## config.mk

```make
export PLATFORM = sky130hd
export DESIGN_NAME = wolfe_backtracking_line_search_top
export DESIGN_NICKNAME = d
export VERILOG_FILES = /design/src/hw/rtl/wbls_pkg.sv /design/src/hw/rtl/wolfe_backtracking_line_search_top.sv
export SDC_FILE = /design/constraint.sdc
export NUM_CORES = 2
export LEC_CHECK = 0
export CORE_UTILIZATION = 55
export CTS_CLUSTER_SIZE = 20
export DETAILED_ROUTE_END_ITERATION = 8
export DONT_BUFFER_PORTS = 1
export GPL_TIMING_DRIVEN = 0
export PLACE_DENSITY = 0.73
export SLEW_MARGIN = 20
export SYNTH_ARGS = -nofsm -noshare
export SYNTH_HDL_FRONTEND = slang
export SYNTH_SLANG_ARGS = --single-unit
```

## constraint.sdc

```tcl
create_clock -name clk -period 9.9 [get_ports clk]
set_input_delay 1.98 -clock clk [delete_from_list [all_inputs] [get_ports clk]]
set_output_delay 1.98 -clock clk [all_outputs]
set_load 0.01 [all_outputs]
```

## src/hw/rtl/wbls_pkg.sv

```systemverilog
// ----------------------------------------------------------------------------
// wbls_pkg
// Shared constants for the strong Wolfe backtracking line-search controller:
// fixed-point formats, result status codes and configuration register indexes.
// ----------------------------------------------------------------------------
package wbls_pkg;

  // Fraction bits of loss, slope and step values.
  localparam int FRAC_BITS  = 16;
  // Fraction bits of the constants c1, c2 and the shrink ratio.
  localparam int CONST_BITS = 16;
  localparam int VAL_W      = 32;
  localparam int TRIAL_W    = 7;
  localparam int MAX_TRIALS = 64;

  // Serial multiplier sequencing: one multiplier bit per cycle.
  localparam int MUL_A_CYCLES = CONST_BITS;
  localparam int MUL_B_CYCLES = VAL_W;
  localparam int CNT_W        = $clog2(MUL_B_CYCLES);

  // Result status codes.
  localparam logic [2:0] STATUS_NEXT     = 3'd0;
  localparam logic [2:0] STATUS_WOLFE    = 3'd1;
  localparam logic [2:0] STATUS_FALLBACK = 3'd2;
  localparam logic [2:0] STATUS_FAILED   = 3'd3;
  localparam logic [2:0] STATUS_ERROR    = 3'd4;

  // Input item kinds.
  localparam logic FUNC_START = 1'b0;
  localparam logic FUNC_TRIAL = 1'b1;

  // Configuration register indexes.
  localparam int CFG_IDX_W = 3;
  localparam logic [CFG_IDX_W-1:0] CFG_DECREASE  = 3'd0;
  localparam logic [CFG_IDX_W-1:0] CFG_CURVATURE = 3'd1;
  localparam logic [CFG_IDX_W-1:0] CFG_SHRINK    = 3'd2;
  localparam logic [CFG_IDX_W-1:0] CFG_LARGEST   = 3'd3;
  localparam logic [CFG_IDX_W-1:0] CFG_LIMIT     = 3'd4;

  // Register reset values.
  localparam logic [CONST_BITS-1:0] RST_DECREASE  = 16'd7;
  localparam logic [CONST_BITS-1:0] RST_CURVATURE = 16'd58982;
  localparam logic [CONST_BITS-1:0] RST_SHRINK    = 16'd32768;
  localparam logic [VAL_W-1:0]      RST_LARGEST   = 32'd65536;
  localparam logic [TRIAL_W-1:0]    RST_LIMIT     = 7'd20;

endpackage

```

## src/hw/rtl/wolfe_backtracking_line_search_top.sv

```systemverilog
// ----------------------------------------------------------------------------
// wolfe_backtracking_line_search_top
// A trial transaction runs through S_MUL_A (the c1, c2 and shrink products),
// S_MUL_B (the slope product) and S_FINISH (the decision); a start or a trial
// outside a search goes from S_IDLE straight to S_FINISH. No new item is
// accepted until the previous one has left S_FINISH, which waits while an
// unaccepted result is held. rst_n is synchronous, active low, and restores
// the register defaults with no search running.
// ----------------------------------------------------------------------------
module wolfe_backtracking_line_search_top
  import wbls_pkg::*;
(
  input  logic                 clk,
  input  logic                 rst_n,
  // configuration write port
  input  logic                 cfg_we,
  input  logic [CFG_IDX_W-1:0] cfg_index,
  input  logic [VAL_W-1:0]     cfg_wdata,
  // input items
  input  logic                 in_tvalid,
  output logic                 in_tready,
  // base_loss[31:0], start_slope[63:32], trial_loss[95:64], trial_slope[127:96]
  input  logic [127:0]         in_tdata,
  // func[0]
  input  logic [0:0]           in_tuser,
  // result items
  output logic                 out_tvalid,
  input  logic                 out_tready,
  // step_out[31:0], chosen_loss[63:32], chosen_slope[95:64], decrease_met[96],
  // curvature_met[97], trial_number[104:98], zero padding[111:105]
  output logic [111:0]         out_tdata,
  // status[2:0]
  output logic [2:0]           out_tuser
);

  localparam logic [1:0] S_IDLE   = 2'd0;
  localparam logic [1:0] S_MUL_A  = 2'd1;
  localparam logic [1:0] S_MUL_B  = 2'd2;
  localparam logic [1:0] S_FINISH = 2'd3;

  localparam logic [CNT_W-1:0]   CNT_A_LAST = CNT_W'(MUL_A_CYCLES - 1);
  localparam logic [CNT_W-1:0]   CNT_B_LAST = CNT_W'(MUL_B_CYCLES - 1);
  localparam logic [TRIAL_W-1:0] TRIAL_MAX  = TRIAL_W'(MAX_TRIALS);
  localparam logic [VAL_W-1:0]   SAT_MIN    = {1'b1, {(VAL_W-1){1'b0}}};
  localparam logic [VAL_W-1:0]   SAT_MAX    = {1'b0, {(VAL_W-1){1'b1}}};

  // configuration
  logic [CONST_BITS-1:0] c1_r, c2_r, shrink_r;
  logic [VAL_W-1:0]      largest_r;
  logic [TRIAL_W-1:0]    limit_r;

  // sequencing
  logic [1:0]       state_r, state_nxt;
  logic [CNT_W-1:0] cnt_r, cnt_nxt;

  // captured item
  logic             func_r, func_nxt;
  logic [VAL_W-1:0] a_r, a_nxt;          // base loss or trial loss
  logic [VAL_W-1:0] b_r, b_nxt;          // start slope or trial slope
  logic [VAL_W-1:0] abs_ts_r, abs_ts_nxt;

  // search state
  logic               busy_r, busy_nxt;
  logic [VAL_W-1:0]   cur_step_r, cur_step_nxt;
  logic [TRIAL_W-1:0] trials_r, trials_nxt;
  logic [VAL_W-1:0]   hb_r, hb_nxt;      // held base loss
  logic [VAL_W-1:0]   hs_r, hs_nxt;      // held start slope
  logic [VAL_W-1:0]   habs_r, habs_nxt;  // magnitude of the held start slope
  logic               fb_valid_r, fb_valid_nxt;
  logic [VAL_W-1:0]   fb_step_r, fb_step_nxt;
  logic [VAL_W-1:0]   fb_loss_r, fb_loss_nxt;
  logic [VAL_W-1:0]   fb_slope_r, fb_slope_nxt;

  // serial multipliers
  logic [CONST_BITS-1:0] c1_sr_r, c1_sr_nxt, c2_sr_r, c2_sr_nxt, sh_sr_r, sh_sr_nxt;
  logic [VAL_W-1:0]      pm_hi_r, pm_hi_nxt;   // c1 * step, later shifted as multiplier
  logic [VAL_W-1:0]      cm_hi_r, cm_hi_nxt;   // c2 * |slope0|
  logic [VAL_W-1:0]      nm_hi_r, nm_hi_nxt;   // step * shrink ratio
  logic [VAL_W-1:0]      qh_r, qh_nxt;         // p * slope0, upper word
  logic [VAL_W-FRAC_BITS-1:0] ql_r, ql_nxt;    // bits shifted out below it

  // result register
  logic               out_valid_r, out_valid_nxt;
  logic [2:0]         out_status_r, out_status_nxt;
  logic [VAL_W-1:0]   out_step_r, out_step_nxt;
  logic [VAL_W-1:0]   out_loss_r, out_loss_nxt;
  logic [VAL_W-1:0]   out_slope_r, out_slope_nxt;
  logic               out_dm_r, out_dm_nxt;
  logic               out_cm_r, out_cm_nxt;
  logic [TRIAL_W-1:0] out_tn_r, out_tn_nxt;

  // datapath
  logic [VAL_W:0]     pm_sum, cm_sum, nm_sum, q_sum;
  logic [VAL_W-1:0]   in_ts;
  logic               sat_ok;
  logic [VAL_W-1:0]   q_val;
  logic [VAL_W:0]     bound;
  logic               dm, cm, fb_take, cont, start_ok, fin_fire;
  logic [TRIAL_W-1:0] tn_inc;
  logic [VAL_W-1:0]   fb_step_eff, fb_loss_eff, fb_slope_eff;

  assign in_tready  = (state_r == S_IDLE);
  assign out_tvalid = out_valid_r;
  assign out_tuser  = out_status_r;
  assign out_tdata  = {7'd0, out_tn_r, out_cm_r, out_dm_r, out_slope_r, out_loss_r, out_step_r};

  // One shift-and-add step per cycle; the low bits of the unsigned products
  // fall away because only the part above the binary point is kept.
  assign pm_sum = {1'b0, pm_hi_r} + (c1_sr_r[0] ? {1'b0, cur_step_r} : '0);
  assign cm_sum = {1'b0, cm_hi_r} + (c2_sr_r[0] ? {1'b0, habs_r} : '0);
  assign nm_sum = {1'b0, nm_hi_r} + (sh_sr_r[0] ? {1'b0, cur_step_r} : '0);
  // Signed accumulation; taking bits [32:1] is a floor shift by one.
  assign q_sum  = {qh_r[VAL_W-1], qh_r} + (pm_hi_r[0] ? {hs_r[VAL_W-1], hs_r} : '0);

  assign in_ts = in_tdata[127:96];

  // The product shifted down by FRAC_BITS fits in 32 bits only when its top
  // bits are all copies of the sign.
  assign sat_ok = (&qh_r[VAL_W-1:FRAC_BITS-1]) || ~(|qh_r[VAL_W-1:FRAC_BITS-1]);
  assign q_val  = sat_ok ? {qh_r[FRAC_BITS-1:0], ql_r}
                         : (qh_r[VAL_W-1] ? SAT_MIN : SAT_MAX);
  assign bound  = {hb_r[VAL_W-1], hb_r} + {q_val[VAL_W-1], q_val};
  assign dm     = $signed({a_r[VAL_W-1], a_r}) <= $signed(bound);
  // |ts| * 2^16 <= c2 * |slope0| reduces to a compare against the upper word,
  // since the lower 16 bits of the left side are zero.
  assign cm     = abs_ts_r <= cm_hi_r;

  assign tn_inc  = trials_r + TRIAL_W'(1);
  assign fb_take = dm && !fb_valid_r;
  assign cont    = (tn_inc < limit_r) && (nm_hi_r != '0);
  assign fb_step_eff  = fb_take ? cur_step_r : fb_step_r;
  assign fb_loss_eff  = fb_take ? a_r : fb_loss_r;
  assign fb_slope_eff = fb_take ? b_r : fb_slope_r;

  assign start_ok = (c1_r != '0) && (c2_r != '0) && (c1_r < c2_r) && (shrink_r != '0) &&
                    (largest_r != '0) && (limit_r != '0) && (limit_r <= TRIAL_MAX) &&
                    b_r[VAL_W-1];

  assign fin_fire = (state_r == S_FINISH) && (!out_valid_r || out_tready);

  always_comb begin
    state_nxt     = state_r;
    cnt_nxt       = cnt_r;
    func_nxt      = func_r;
    a_nxt         = a_r;
    b_nxt         = b_r;
    abs_ts_nxt    = abs_ts_r;
    busy_nxt      = busy_r;
    cur_step_nxt  = cur_step_r;
    trials_nxt    = trials_r;
    hb_nxt        = hb_r;
    hs_nxt        = hs_r;
    habs_nxt      = habs_r;
    fb_valid_nxt  = fb_valid_r;
    fb_step_nxt   = fb_step_r;
    fb_loss_nxt   = fb_loss_r;
    fb_slope_nxt  = fb_slope_r;
    c1_sr_nxt     = c1_sr_r;
    c2_sr_nxt     = c2_sr_r;
    sh_sr_nxt     = sh_sr_r;
    pm_hi_nxt     = pm_hi_r;
    cm_hi_nxt     = cm_hi_r;
    nm_hi_nxt     = nm_hi_r;
    qh_nxt        = qh_r;
    ql_nxt        = ql_r;
    out_valid_nxt = out_valid_r && !out_tready;
    out_status_nxt = out_status_r;
    out_step_nxt  = out_step_r;
    out_loss_nxt  = out_loss_r;
    out_slope_nxt = out_slope_r;
    out_dm_nxt    = out_dm_r;
    out_cm_nxt    = out_cm_r;
    out_tn_nxt    = out_tn_r;

    case (state_r)
      S_IDLE: begin
        if (in_tvalid) begin
          func_nxt   = in_tuser[0];
          a_nxt      = (in_tuser[0] == FUNC_TRIAL) ? in_tdata[95:64] : in_tdata[31:0];
          b_nxt      = (in_tuser[0] == FUNC_TRIAL) ? in_ts : in_tdata[63:32];
          abs_ts_nxt = in_ts[VAL_W-1] ? (~in_ts + VAL_W'(1)) : in_ts;
          c1_sr_nxt  = c1_r;
          c2_sr_nxt  = c2_r;
          sh_sr_nxt  = shrink_r;
          pm_hi_nxt  = '0;
          cm_hi_nxt  = '0;
          nm_hi_nxt  = '0;
          cnt_nxt    = '0;
          state_nxt  = ((in_tuser[0] == FUNC_TRIAL) && busy_r) ? S_MUL_A : S_FINISH;
        end
      end
      S_MUL_A: begin
        pm_hi_nxt = pm_sum[VAL_W:1];
        cm_hi_nxt = cm_sum[VAL_W:1];
        nm_hi_nxt = nm_sum[VAL_W:1];
        c1_sr_nxt = c1_sr_r >> 1;
        c2_sr_nxt = c2_sr_r >> 1;
        sh_sr_nxt = sh_sr_r >> 1;
        cnt_nxt   = cnt_r + CNT_W'(1);
        if (cnt_r == CNT_A_LAST) begin
          cnt_nxt   = '0;
          qh_nxt    = '0;
          ql_nxt    = '0;
          state_nxt = S_MUL_B;
        end
      end
      S_MUL_B: begin
        // p now serves as the multiplier and is consumed from its low end.
        qh_nxt    = q_sum[VAL_W:1];
        ql_nxt    = {q_sum[0], ql_r[VAL_W-FRAC_BITS-1:1]};
        pm_hi_nxt = pm_hi_r >> 1;
        cnt_nxt   = cnt_r + CNT_W'(1);
        if (cnt_r == CNT_B_LAST) begin
          state_nxt = S_FINISH;
        end
      end
      S_FINISH: begin
        if (fin_fire) begin
          state_nxt      = S_IDLE;
          out_valid_nxt  = 1'b1;
          out_status_nxt = STATUS_ERROR;
          out_step_nxt   = '0;
          out_loss_nxt   = '0;
          out_slope_nxt  = '0;
          out_dm_nxt     = 1'b0;
          out_cm_nxt     = 1'b0;
          out_tn_nxt     = '0;
          if (func_r == FUNC_START) begin
            busy_nxt = start_ok;
            if (start_ok) begin
              cur_step_nxt   = largest_r;
              trials_nxt     = '0;
              hb_nxt         = a_r;
              hs_nxt         = b_r;
              habs_nxt       = ~b_r + VAL_W'(1);
              fb_valid_nxt   = 1'b0;
              fb_step_nxt    = '0;
              fb_loss_nxt    = '0;
              fb_slope_nxt   = '0;
              out_status_nxt = STATUS_NEXT;
              out_step_nxt   = largest_r;
              out_loss_nxt   = a_r;
              out_slope_nxt  = b_r;
            end
          end else if (busy_r) begin
            trials_nxt = tn_inc;
            out_dm_nxt = dm;
            out_cm_nxt = cm;
            out_tn_nxt = tn_inc;
            if (dm && cm) begin
              busy_nxt       = 1'b0;
              out_status_nxt = STATUS_WOLFE;
              out_step_nxt   = cur_step_r;
              out_loss_nxt   = a_r;
              out_slope_nxt  = b_r;
            end else begin
              if (fb_take) begin
                fb_valid_nxt = 1'b1;
                fb_step_nxt  = cur_step_r;
                fb_loss_nxt  = a_r;
                fb_slope_nxt = b_r;
              end
              if (cont) begin
                cur_step_nxt   = nm_hi_r;
                out_status_nxt = STATUS_NEXT;
                out_step_nxt   = nm_hi_r;
              end else begin
                busy_nxt = 1'b0;
                if (fb_valid_r || fb_take) begin
                  out_status_nxt = STATUS_FALLBACK;
                  out_step_nxt   = fb_step_eff;
                  out_loss_nxt   = fb_loss_eff;
                  out_slope_nxt  = fb_slope_eff;
                end else begin
                  out_status_nxt = STATUS_FAILED;
                  out_loss_nxt   = hb_r;
                  out_slope_nxt  = hs_r;
                end
              end
            end
          end
        end
      end
      default: begin
        state_nxt = S_IDLE;
      end
    endcase
  end

  always_ff @(posedge clk) begin
    if (!rst_n) begin
      c1_r        <= RST_DECREASE;
      c2_r        <= RST_CURVATURE;
      shrink_r    <= RST_SHRINK;
      largest_r   <= RST_LARGEST;
      limit_r     <= RST_LIMIT;
      state_r     <= S_IDLE;
      cnt_r       <= '0;
      busy_r      <= 1'b0;
      trials_r    <= '0;
      fb_valid_r  <= 1'b0;
      out_valid_r <= 1'b0;
    end else begin
      if (cfg_we) begin
        case (cfg_index)
          CFG_DECREASE:  c1_r      <= cfg_wdata[CONST_BITS-1:0];
          CFG_CURVATURE: c2_r      <= cfg_wdata[CONST_BITS-1:0];
          CFG_SHRINK:    shrink_r  <= cfg_wdata[CONST_BITS-1:0];
          CFG_LARGEST:   largest_r <= cfg_wdata;
          CFG_LIMIT:     limit_r   <= cfg_wdata[TRIAL_W-1:0];
          default: begin
          end
        endcase
      end
      state_r     <= state_nxt;
      cnt_r       <= cnt_nxt;
      busy_r      <= busy_nxt;
      trials_r    <= trials_nxt;
      fb_valid_r  <= fb_valid_nxt;
      out_valid_r <= out_valid_nxt;
    end
  end

  always_ff @(posedge clk) begin
    func_r       <= func_nxt;
    a_r          <= a_nxt;
    b_r          <= b_nxt;
    abs_ts_r     <= abs_ts_nxt;
    cur_step_r   <= cur_step_nxt;
    hb_r         <= hb_nxt;
    hs_r         <= hs_nxt;
    habs_r       <= habs_nxt;
    fb_step_r    <= fb_step_nxt;
    fb_loss_r    <= fb_loss_nxt;
    fb_slope_r   <= fb_slope_nxt;
    c1_sr_r      <= c1_sr_nxt;
    c2_sr_r      <= c2_sr_nxt;
    sh_sr_r      <= sh_sr_nxt;
    pm_hi_r      <= pm_hi_nxt;
    cm_hi_r      <= cm_hi_nxt;
    nm_hi_r      <= nm_hi_nxt;
    qh_r         <= qh_nxt;
    ql_r         <= ql_nxt;
    out_status_r <= out_status_nxt;
    out_step_r   <= out_step_nxt;
    out_loss_r   <= out_loss_nxt;
    out_slope_r  <= out_slope_nxt;
    out_dm_r     <= out_dm_nxt;
    out_cm_r     <= out_cm_nxt;
    out_tn_r     <= out_tn_nxt;
  end

endmodule
```

==> flow_summary.toml <==
[logic_synthesis]
ys_seq_area_share_pct = 50.2
yosysWarnings = 0
synth_seq_cells = 724
synth_ff_type = "edfxtp_1"
synth.area.top_cells = "edfxtp_1 45%, ha_1 7.7%, dfxtp_1 5.1%"
synth_common_cells = "620 x edfxtp_1, 535 x nand2_1, 262 x a21oi_1"
synth_cells = 3906
syn_avg_cell_area_um2 = 10.5
synth_cell_types = 82
synth_edf_count = 620
synth_largest_area_cell = "edfxtp_1"
yosysMostFrequentCell = "edfxtp_1"
syn_area_um2 = 41200
synth_top_area_share_pct = 45.2
async_reset_ff_share_pct = 0

[cells_and_area]
nNetsFinal = 4441
regArea_um2 = 20700
syn_to_final_growth_pct = 10.7
multi_input_area_um2 = 19300
fill_cells = 6081
diodes = 0
layout-drive-gt1-share_pct = 8.12
fin_area_um2 = 45600

[global_route]
grt_use_total_pct = 30.1
grt_first_pass_wirelength_um = 175000
grt_pass1_vias = 30100
antenna_found_initial = 8
grt_overflow_total = 0
grt_max_degree = 60

[placed_design]
pre_cts_slack_ps = 643
port-buffer-count = 0
postPlaceCellArea_um2 = 43000
place_hpwl_um = 86700
gp_congestion = 0.953

[critical_path]
r2r_cells = 28
end_kind = "flip-flop"
path_common_cell = "clkbuf_1"
critPathMaxStageDelay_ps = 630
crit_fanout = 10
critPathSlowestCell = "clkbuf_1"
crit_start = "qh_r[26]$_SDFFCE_PN0P_"
path_class = "flip-flop to flip-flop"
crit_arrival_ps = 9590
startpoint_type = "flip-flop"
path_delay_family = "compound AO/OA/AOI/OAI gates"
r2r-start = "qh_r[26]$_SDFFCE_PN0P_"
timing.reg2reg.setup_slack_ps = 630
critPathBufInv = 4
critical_path_required_ps = 10230
r2r-end = "out_loss_r[29]$_DFFE_PP_"

[clocking]
cts_setup_buffers = 0
cts_root_buffer = "clkbuf_16"
h-tree-depth = 3
clock_latency_ps = 660
cts_tree = "done"
cts_buffers = 79
cts_resized = 0
clk_pin_slew_worst_paths_ps = 60
cts_buffer_depth = 3
cts_sinks = 724
hold_buffers = 0

[sta]
slew_violations = 0
fin_tns_setup_ps = 0
rsz0062_at_grt = "false"
whs_ps = 459
setup_viol = 0
period_needed_ps = 9270
period_share_pct = 93.6
skew_ps = 35.8
max_slew_margin_pct = 16.7
worst_slack_ps = 634
worst_slew_pin_slew_ps = 1250
fmax_mhz = 108
finalHoldViolCount = 0

[flow_run]
cap_viol_max_count = 0

[run_status]
outcome = "finished, final reports clean"

[drt]
wl_um = 116000
route.detailed.drc = 0
firstDrtPassIters = 6
wire_per_inst_um = 23.1
drt_iter0_markers = 3201
via_per_inst = 6.24
antenna_left = 0
vias = 31400

[die]
die-area_um2 = 76000
fp.dieH_um = 276
die_x_um = 276
rows = 99
start_util_pct = 56.0
core_um2 = 73600
num_io_pins = 286

[power]
power.density_nw_per_um2 = 270
ir_worst_vdd_mv = 0.153
p_leak_nw = 17.1

[min_path]
holdCritPathClass = "flip-flop to flip-flop"
worstHoldStart = "limit_r[3]$_SDFFE_PN0P_"
min_path_cells = 2
hold_path_end = "limit_r[3]$_SDFFE_PN0P_"
==> power breakdown <==
part           switching [mW]  internal [mW]  total, mW
clock network            1.30           1.75       3.05
registers               0.431           4.15       4.58
logic                    2.90           1.78       4.68
total                    4.63           7.67       12.3
==> layer usage <==
layer | up-vias | routed length, um | global-route usage (%)
met2 | 1372 | 54900 | 49.1
met3 | 194 | 9040 | 4.93
met4 | 2 | 4010 | 11.1
li1 | 14700 | - | -
met5 | - | 13 | 0
met1 | 15200 | 48200 | 40.6
==> final cells by class <==
type / instances / area share, %
clock inverter: 47 / 1.20
buffer: 199 / 1.77
inverter: 123 / 1.02
timing repair buffer: 19 / 1.05
multi-input combinational: 2866 / 42.3
tap: 959 / 2.63
sequential: 724 / 45.4
clock buffer: 96 / 4.63
==> worst reg2reg max path, delay by kind of cell (launching register included) <==
family,cells,cell delay [ps]
compound gates,16,4580
buf+inv,4,1960
simple gates,4,1080
fa+ha+maj,3,760
flops,1,410
xor+xnor,1,170
==> cell families after synthesis <==
| logic type | synth area share, % |
|---|---|
| adder cells (fa/ha/maj) | 7.99 |
| multiplexers | 3.62 |
| AND/OR/NAND/NOR | 14.3 |
| other | 0.00910 |
| XOR/XNOR | 3.76 |
| flip-flops | 50.2 |
| AO/OA/AOI/OAI | 17.0 |
| buffers and inverters | 3.07 |
==> registers in the layout, indices dropped and copies added (netlist names), 31 cells and up <==
name         flops
habs_r          31
cm_hi_r         32
fb_step_r       32
hb_r            32
fb_slope_r      32
fb_loss_r       32
out_step_r      32
cur_step_r      32
largest_r       32
a_r             32
nm_hi_r         32
hs_r            32
abs_ts_r        32
pm_hi_r         32
out_slope_r     32
b_r             32
out_loss_r      32
qh_r            32
==> worst max path at each step <==
stage / slack, ps / cells after the start / endpoint
2_1_floorplan: 1490 / 7 / fb_valid_r$_SDFFE_PN0P_
3_3_place_gp: -2080 / 5 / fb_loss_r[12]$_SDFFCE_PN0P_
3_5_place_dp: 640 / 28 / out_loss_r[29]$_DFFE_PP_
4_1_cts: 560 / 28 / out_loss_r[29]$_DFFE_PP_
5_1_grt: 150 / 28 / out_loss_r[28]$_DFFE_PP_
6_report: 630 / 28 / out_loss_r[29]$_DFFE_PP_
==> metrics by stage <==
step	instances	utilization [%]	total power [mW]
2_1_floorplan	3912	-	7.85
3_3_place_gp	4871	57.7	9.12
3_5_place_dp	4890	58.4	9.21
4_1_cts	5033	62.0	12.3
5_1_grt	5033	62.0	13.0
6_report	5033	62.0	12.3
==> cell usage in the layout (no fill, tap or decap), types with 60 or more instances in the layout <==
cell,count
a21oi_1,261
nand2_1,535
inv_1,120
o21ai_0,185
a22oi_1,126
nand3_1,87
xnor2_1,107
xor2_1,70
a21boi_0,101
mux2_2,128
nor2_1,172
clkbuf_1,178
clkbuf_16,81
edfxtp_1,620
and2_1,154
o21a_1,60
dfxtp_1,104
ha_1,255
a21o_1,107
No activity file was read; power rests on OpenSTA's default activity.
